**config.mk**
```make
export PLATFORM = sky130hd
export DESIGN_NAME = lztd_ctrl
export DESIGN_NICKNAME = d
export VERILOG_FILES = /design/src/lztd_pkg.sv /design/src/lztd_ctrl.sv
export SDC_FILE = /design/constraint.sdc
export NUM_CORES = 1
export LEC_CHECK = 0
export BUFFER_PORTS_ARGS = -buffer_cell sky130_fd_sc_hd__buf_2
export CAP_MARGIN = 20
export CORE_UTILIZATION = 41
export CTS_BUF_LIST = sky130_fd_sc_hd__clkbuf_4 sky130_fd_sc_hd__clkbuf_8 sky130_fd_sc_hd__clkbuf_16
export CTS_CLUSTER_SIZE = 16
export DETAILED_ROUTE_END_ITERATION = 12
export PLACE_DENSITY = 0.64
export SYNTH_ARGS = -nofsm -noshare
export SYNTH_HDL_FRONTEND = slang
export SYNTH_SLANG_ARGS = --single-unit
```
**constraint.sdc**
```tcl
create_clock -name clk_i -period 4.55 [get_ports clk_i]
set_clock_uncertainty 0.1 [all_clocks]
set_input_delay 0 -clock clk_i [delete_from_list [all_inputs] [get_ports clk_i]]
set_output_delay 0 -clock clk_i [all_outputs]
set_load 0.01 [all_outputs]
```
**src/lztd_pkg.sv**
```systemverilog
// Shared constants and types for the LZ77 token decompressor.
`default_nettype none

package lztd_pkg;

  localparam int unsigned WINDOW_BYTES = 32768;
  localparam int unsigned GROUP_BYTES  = 4;
  localparam int unsigned BYTE_W       = 8;
  localparam int unsigned DIST_W       = 15;
  localparam int unsigned LEN_W        = 8;
  localparam int unsigned CNT_W        = 3;
  localparam int unsigned TOTAL_W      = 32;
  localparam int unsigned SLOT_W       = $clog2(GROUP_BYTES);

  typedef struct packed {
    logic [GROUP_BYTES-1:0][BYTE_W-1:0] data;
    logic [CNT_W-1:0]                   count;
    logic                               last;
    logic                               err;
    logic [TOTAL_W-1:0]                 total;
  } res_t;

endpackage

`default_nettype wire

```
**src/lztd_ctrl.sv**
```systemverilog
// Token sequencer: history pointer, byte counter, copy loop and word grouping.
`default_nettype none

module lztd_ctrl #(
  parameter int unsigned WindowBytes = lztd_pkg::WINDOW_BYTES
) (
  input  wire logic                               clk_i,
  input  wire logic                               rst_ni,
  input  wire logic                               tok_fire_i,
  input  wire logic                               tok_match_i,
  input  wire logic [lztd_pkg::BYTE_W-1:0]        tok_lit_i,
  input  wire logic [lztd_pkg::DIST_W-1:0]        tok_dist_i,
  input  wire logic [lztd_pkg::LEN_W-1:0]         tok_len_i,
  output logic                                    tok_ready_o,
  input  wire logic                               out_free_i,
  output logic                                    push_o,
  output lztd_pkg::res_t                          res_o,
  output logic                                    we_o,
  output logic      [$clog2(WindowBytes)-1:0]     waddr_o,
  output logic      [lztd_pkg::BYTE_W-1:0]        wdata_o,
  output logic                                    re_o,
  output logic      [$clog2(WindowBytes)-1:0]     raddr_o,
  input  wire logic [lztd_pkg::BYTE_W-1:0]        rdata_i
);

  localparam int unsigned AW = $clog2(WindowBytes);
  localparam logic ST_IDLE = 1'b0;
  localparam logic ST_COPY = 1'b1;

  logic                                   state_q, state_d;
  logic [AW-1:0]                          wp_q, wp_d;
  logic [AW-1:0]                          rp_q, rp_d;
  logic [lztd_pkg::TOTAL_W-1:0]           bw_q, bw_d, bw_inc;
  logic                                   err_q, err_d;
  logic [lztd_pkg::DIST_W-1:0]            dist_q, dist_d;
  logic [lztd_pkg::LEN_W-1:0]             len_q, len_d;
  logic [lztd_pkg::LEN_W-1:0]             done_q, done_d;
  logic [lztd_pkg::SLOT_W-1:0]            slot_q, slot_d;
  logic [lztd_pkg::GROUP_BYTES-1:0][lztd_pkg::BYTE_W-1:0] grp_q, grp_d;
  logic [lztd_pkg::BYTE_W-1:0]            lastb_q, lastb_d;
  logic [lztd_pkg::BYTE_W-1:0]            cur_byte;
  logic                                   dist_bad, last_byte, grp_end;

  assign tok_ready_o = (state_q == ST_IDLE) && out_free_i;
  assign bw_inc      = (bw_q == '1) ? bw_q : bw_q + 32'd1;
  assign dist_bad    = (tok_dist_i == '0) || (32'(tok_dist_i) > bw_q);
  // distance one reads the byte written in the same cycle: forward it
  assign cur_byte    = (dist_q == lztd_pkg::DIST_W'(1) && done_q != '0) ? lastb_q : rdata_i;
  assign last_byte   = (done_q == len_q - 8'd1);
  assign grp_end     = (slot_q == lztd_pkg::SLOT_W'(lztd_pkg::GROUP_BYTES - 1)) || last_byte;

  always_comb begin
    state_d = state_q;
    wp_d    = wp_q;
    rp_d    = rp_q;
    bw_d    = bw_q;
    err_d   = err_q;
    dist_d  = dist_q;
    len_d   = len_q;
    done_d  = done_q;
    slot_d  = slot_q;
    grp_d   = grp_q;
    lastb_d = lastb_q;
    push_o  = 1'b0;
    res_o   = '0;
    we_o    = 1'b0;
    waddr_o = wp_q;
    wdata_o = tok_lit_i;
    re_o    = 1'b0;
    raddr_o = rp_q;

    case (state_q)
      ST_IDLE: begin
        if (tok_fire_i) begin
          push_o     = 1'b1;
          res_o.last = 1'b1;
          res_o.total = bw_q;
          if (err_q || (tok_match_i && dist_bad)) begin
            err_d     = 1'b1;
            res_o.err = 1'b1;
          end else if (!tok_match_i) begin
            we_o          = 1'b1;
            wp_d          = wp_q + AW'(1);
            bw_d          = bw_inc;
            lastb_d       = tok_lit_i;
            res_o.data[0] = tok_lit_i;
            res_o.count   = lztd_pkg::CNT_W'(1);
            res_o.total   = bw_inc;
          end else if (tok_len_i != '0) begin
            push_o  = 1'b0;
            re_o    = 1'b1;
            raddr_o = wp_q - AW'(tok_dist_i);
            rp_d    = wp_q - AW'(tok_dist_i) + AW'(1);
            dist_d  = tok_dist_i;
            len_d   = tok_len_i;
            done_d  = '0;
            slot_d  = '0;
            state_d = ST_COPY;
          end
        end
      end
      ST_COPY: begin
        if (!grp_end || out_free_i) begin
          we_o          = 1'b1;
          wdata_o       = cur_byte;
          wp_d          = wp_q + AW'(1);
          bw_d          = bw_inc;
          lastb_d       = cur_byte;
          grp_d[slot_q] = cur_byte;
          done_d        = done_q + 8'd1;
          slot_d        = grp_end ? '0 : slot_q + lztd_pkg::SLOT_W'(1);
          if (!last_byte) begin
            re_o = 1'b1;
            rp_d = rp_q + AW'(1);
          end else begin
            state_d = ST_IDLE;
          end
          if (grp_end) begin
            push_o = 1'b1;
            for (int i = 0; i < lztd_pkg::GROUP_BYTES; i++) begin
              if (lztd_pkg::SLOT_W'(i) < slot_q) begin
                res_o.data[i] = grp_q[i];
              end else if (lztd_pkg::SLOT_W'(i) == slot_q) begin
                res_o.data[i] = cur_byte;
              end
            end
            res_o.count = lztd_pkg::CNT_W'(slot_q) + lztd_pkg::CNT_W'(1);
            res_o.last  = last_byte;
            res_o.total = bw_inc;
          end
        end
      end
      default: state_d = ST_IDLE;
    endcase
  end

  always_ff @(posedge clk_i or negedge rst_ni) begin
    if (!rst_ni) begin
      state_q <= ST_IDLE;
      wp_q    <= '0;
      bw_q    <= '0;
      err_q   <= 1'b0;
      done_q  <= '0;
      slot_q  <= '0;
    end else begin
      state_q <= state_d;
      wp_q    <= wp_d;
      bw_q    <= bw_d;
      err_q   <= err_d;
      done_q  <= done_d;
      slot_q  <= slot_d;
    end
  end

  always_ff @(posedge clk_i) begin
    rp_q    <= rp_d;
    dist_q  <= dist_d;
    len_q   <= len_d;
    grp_q   <= grp_d;
    lastb_q <= lastb_d;
  end

  a_err_sticky: assert property (@(posedge clk_i) disable iff (!rst_ni)
    err_q |=> err_q) else $error("sticky error cleared");

  a_err_empty: assert property (@(posedge clk_i) disable iff (!rst_ni)
    push_o && res_o.err |-> res_o.count == '0 && res_o.last) else $error("error word not empty");

  a_copy_bound: assert property (@(posedge clk_i) disable iff (!rst_ni)
    state_q == ST_COPY |-> done_q < len_q) else $error("copy ran past length");

  a_no_err_copy: assert property (@(posedge clk_i) disable iff (!rst_ni)
    state_q == ST_COPY |-> !err_q) else $error("copy with error set");

  a_count_mono: assert property (@(posedge clk_i) disable iff (!rst_ni)
    1'b1 |=> bw_q >= $past(bw_q)) else $error("byte count went down");

endmodule

`default_nettype wire

```
* After elaboration in Yosys (flattened, before gate mapping) *
Cells that the tools add are included.

word-level totals
  output and inout bits = 111
  input port bits = 44
  register bits = 137
  logic and storage cells = 154

cells by class
  reduce and logical (&&, ||, !) cells = 20
  mux-type cells = 88
  equal/unequal tests = 14
  bitwise operators = 2
  add/subtract/negate cells = 9
  order comparisons = 7

operators by type and width
  cell                   number
  $mux 15                15
  $mux 32                7
  $mux 8                 21
  $pmux 32 s2            2
  $mux 36                2
  $pmux 15 s2            2
  $add 15x1->15 const B  3
  $mux 45                1
  $add 32x1->32 const B  1
  $bwmux 32              1
  $eq 32x32->1 const B   1
  $gt 15x32->1           1
  $pmux 8 s2             2
  $mux 24                1
  $pmux 12 s2            1
  $mux 11                2
  $mux 1                 19
  $demux 8 s2            1
  $reduce_bool 8->1      2
  $eq 15x1->1 const B    1
  $logic_not 15->1       1
  $sub 15x15->15         1
  $mux 2                 6
  $ne 2x2->1 const B     5
  25 further kinds       41

* Logic depth before layout (Yosys ltp) *
  word-level depth = 8
  depth in mapped cells = 12

* Least setup slack after synthesis *
Ideal clock, no wire load.

  path type = register to register
  start point = register bw_q[9] (netlist bit)
  end point = register rp_q[0], enable pin
  slack = 0.945 ns
  data arrival time = 3.143 ns
  cell stages (with the launch flop) = 12
  path buffers = 2
  clock period less this slack = 3.605 ns
  data required time = 4.088 ns
  path through = dfrtp_1 inv_1 ha_1 a21o_1 a21o_1 a21oi_1 o21a_1 o221a_2 o21a_1 clkbuf_1 clkbuf_1 a21o_1

on the way
  word-level cells in the longest chain between the ends = 6

RTL lines
  element                            RTL line          text
  start: declaration                 lztd_ctrl.sv:33   logic [lztd_pkg::TOTAL_W-1:0] bw_q, bw_d, bw_inc;
  start signal: assignment           lztd_ctrl.sv:148  bw_q <= bw_d;
  $gt 15x32->1                       lztd_ctrl.sv:46   assign dist_bad = (tok_dist_i == '0) || (32'(tok_dist_i) > bw_q);
  $logic_or 1x1->1                   lztd_ctrl.sv:46
  $logic_and 1x1->1                  lztd_ctrl.sv:78   if (err_q || (tok_match_i && dist_bad)) begin
  $logic_or 1x1->1                   lztd_ctrl.sv:78
  $ne 2x2->1 (no source line)        --
  $reduce_and 6->1 (no source line)  --
  end signal: assignment             lztd_ctrl.sv:156  rp_q <= rp_d;
  end: declaration                   lztd_ctrl.sv:32   logic [AW-1:0] rp_q, rp_d;

No other way between the ends.
A chain may end at the register's enable or synchronous reset.

==> flow_metrics.py <==
metrics = {
    "sta": {
        "rsz0062_at_grt": "no",
        "fmax_mhz": 255.5,
        "timing_hold_violations_final": 0,
        "setup_slack_ps": 635.9,
        "finalSetupViolations": 0,
        "post-route-period-util": 0.8602,
        "slew_headroom": 0.4442,
        "finalSetupTns_ps": 0,
        "tightest_slew_ps": 812.7,
        "drv_slew": 0,
        "fin_crit_ps": 3914,
    },
    "place": {
        "io_buffers": 154,
        "place_hpwl_um": 17490,
        "place_ws_ps": 1025,
        "place_inst": 1328,
        "gp_congestion": 0.8913,
    },
    "logic_synthesis": {
        "synth.yosys.seq_area_share": 0.4149,
        "ys_types": 69,
        "synth_edf_count": 70,
        "async_flop_share": 0.4574,
        "synth_nets": 1018,
        "syn_area_um2": 8625,
        "synth_simple_gate_area_share": 0.1986,
        "synthTopCellsByArea": "edfxtp_1 (24%), dfrtp_1 (17%), ha_1 (5.8%)",
        "syn_avg_cell_area_um2": 9.244,
        "synth_top_flop_cell": "edfxtp_1",
        "synth_warnings": 0,
        "synth_top_family_by_area": "simple AND/OR/NAND/NOR gates",
        "synthMuxAreaShare": 0.04309,
        "synth_xor_area_frac": 0.08414,
        "yosysTopAreaCell": "edfxtp_1",
        "synth_compound_area_frac": 0.1515,
        "synthAdderAreaFrac": 0.06035,
        "synth_cells": 933,
        "synth_seq_cells": 129,
        "synth_top_area_share": 0.2437,
        "synth_common_cells": "nand2_1 (97), nor2_1 (76), edfxtp_1 (70)",
        "synth.most_common_cell": "nand2_1",
    },
    "cells_and_area": {
        "nNetsFinal": 1199,
        "instances_no_fill": 1398,
        "fillers": 1891,
        "area_growth_pct": 23.65,
        "drive_gt1_frac": 0.2076,
    },
    "hold_path": {
        "hp-class": "in -> reg",
    },
    "run": {
        "cap_violations": 0,
    },
    "run_status": {
        "status": "finished, final reports clean",
    },
    "clock_tree": {
        "root_buffer": "clkbuf_16",
        "cts.sinks": 129,
        "cts_inserted_buffers": 17,
        "htreeDepth": 4,
        "clk-insertion-delay-late_ps": 430,
        "clockBufferDepth": 2,
        "tritoncts": "yes",
        "clk_pin_slew_worst_paths_ps": 60,
    },
    "die": {
        "core_um2": 20430,
        "io_pins": 155,
        "fp.dieW_um": 147.0,
        "start_util": 0.4222,
        "num_rows": 52,
        "fp.dieArea_um2": 21620,
        "die_height_um": 147.0,
    },
    "power_and_ir_drop": {
        "leakagePower_nw": 4.599,
        "peakVddDrop_mv": 0.2298,
        "total_power_w": 0.005605,
        "p_per_area_nw_per_um2": 525.6,
    },
    "critical_path": {
        "cp_max_fo": 19,
        "critical_path_class": "reg -> out",
        "crit_required_ps": 4450,
        "arrival_ps": 3810,
        "start_kind": "flip-flop",
        "cp-end-kind": "output port",
    },
    "global_routing": {
        "track_usage": 0.2255,
        "overflow": 0,
        "antenna_found_initial": 0,
        "grt_max_degree": 60,
        "grt_first_pass_wirelength_um": 38240,
        "grt_pass1_vias": 7078,
    },
    "route": {
        "firstDrtPassIters": 5,
        "vias": 7743,
        "viasPerCell": 5.539,
        "drtAntennaViolNets": 0,
        "wl_per_cell_um": 17.31,
        "drtIter0Drc": 501,
        "drc": 0,
        "routed_wirelength_um": 24200,
    },
}
-- report_power, final --
group / internal (W) / switching (W)
Combinational: 0.000901 / 0.00132
Clock: 0.000968 / 0.000526
Sequential: 0.00160 / 0.000295
Total: 0.00347 / 0.00214
-- path summary, 6_finish.rpt --
kind	start	to	slack (ps)	cells after the start
setup / recovery	len_q[0]$_DFFE_PP_	res_o[8]	640	12
setup reg to reg	waddr_o[0]$_DFFE_PN0P_	rp_q[14]$_DFFE_PP_	940	12
hold reg to reg	waddr_o[14]$_DFFE_PN0P_	waddr_o[14]$_DFFE_PN0P_	420	1
min in group asynchronous	rst_ni	waddr_o[10]$_DFFE_PN0P_	150	3
max in group asynchronous	rst_ni	done_q[3]$_DFFE_PN0P_	3620	3
hold / removal	rdata_i[5]	lastb_q[5]$_DFFE_PP_	30	3
-- sequential cells by signal, indices dropped and copies added (netlist names), 8 cells and up --
name	count
bw_q	32
dist_q	15
grp_q	24
rp_q	15
done_q	8
len_q	8
lastb_q	8
waddr_o	15
-- worst max-delay path: stages, from the launching register on --
cell and delay (ps):
edfxtp_1 410, inv_1 60, ha_1 230, or2b_1 250, o211a_1 130, o31ai_1 370
o2111ai_2 310, a21o_1 270, nand2_1 530, buf_4 270, a21oi_1 70, a311oi_1 270
buf_2 180
-- through the flow --
stage | instance area [um2] | util | hold WS (ps)
floorplan | 8625 | - | -395.6
global placement | 9651 | 0.4724 | 100.7
detailed placement | 9651 | 0.4724 | 99.87
CTS | 10660 | 0.5219 | 18.83
global route | 10660 | 0.5219 | 45.66
finish | 10660 | 0.5220 | 29.99
-- metal layers --
layer	part of all wire	wire, um	global-route usage	up-vias
li1	-	-	-	3748
met1	0.48	11540	0.3221	3696
met2	0.46	11070	0.3538	273
met3	0.054	1312	0.03820	26
met4	0.012	284	0.05928	0
met5	0	0	0	-
-- placed cells by master (no fill, tap or decap), drive strengths merged, types with 7 or more instances in the layout --
cell type / instances
dlygate4sd3: 37
nand3: 21
mux2: 17
dfrtp: 59
edfxtp: 70
a211oi: 7
buf: 164
a22oi: 17
mux2i: 18
ha: 40
inv: 67
and2: 8
a311oi: 18
and3: 22
xor2: 26
nand4: 20
nand2: 97
nor4: 17
a21o: 14
nor3: 35
a21oi: 59
clkbuf: 17
o21ai: 43
nor2b: 11
nor2: 77
xnor2: 56
clkinv: 8
or2: 8
-- timing repair --
action                                 CTS  global route
hold buffers                            37             0
setup endpoints to repair                0             0
setup buffers                            0             0
resized for setup                        0             0
endpoints found under the hold margin   92             0
-- area by class of cell --
| cell class | count | area, um2 | area share |
|---|---|---|---|
| well taps | 270 | 337.8 | 0.03168 |
| flip-flops and latches | 129 | 3578 | 0.3356 |
| repair buffers | 201 | 1216 | 0.1140 |
| multi-input cells | 699 | 4641 | 0.4352 |
| clock buffers | 17 | 425.4 | 0.03989 |
| clock inverters | 15 | 215.2 | 0.02018 |
| inverters | 66 | 247.7 | 0.02323 |
| diodes | 1 | 2.502 | 0.0002347 |
-- kinds of logic after synthesis --
family | Yosys count
adders and majority gates | 41
DFF | 129
buffers and inverters | 105
muxes | 35
xor gates and xnor gates | 82
and+or+nand+nor | 343
AOI/OAI and AO/OA | 198
No activity file was read; power rests on OpenSTA's default activity.
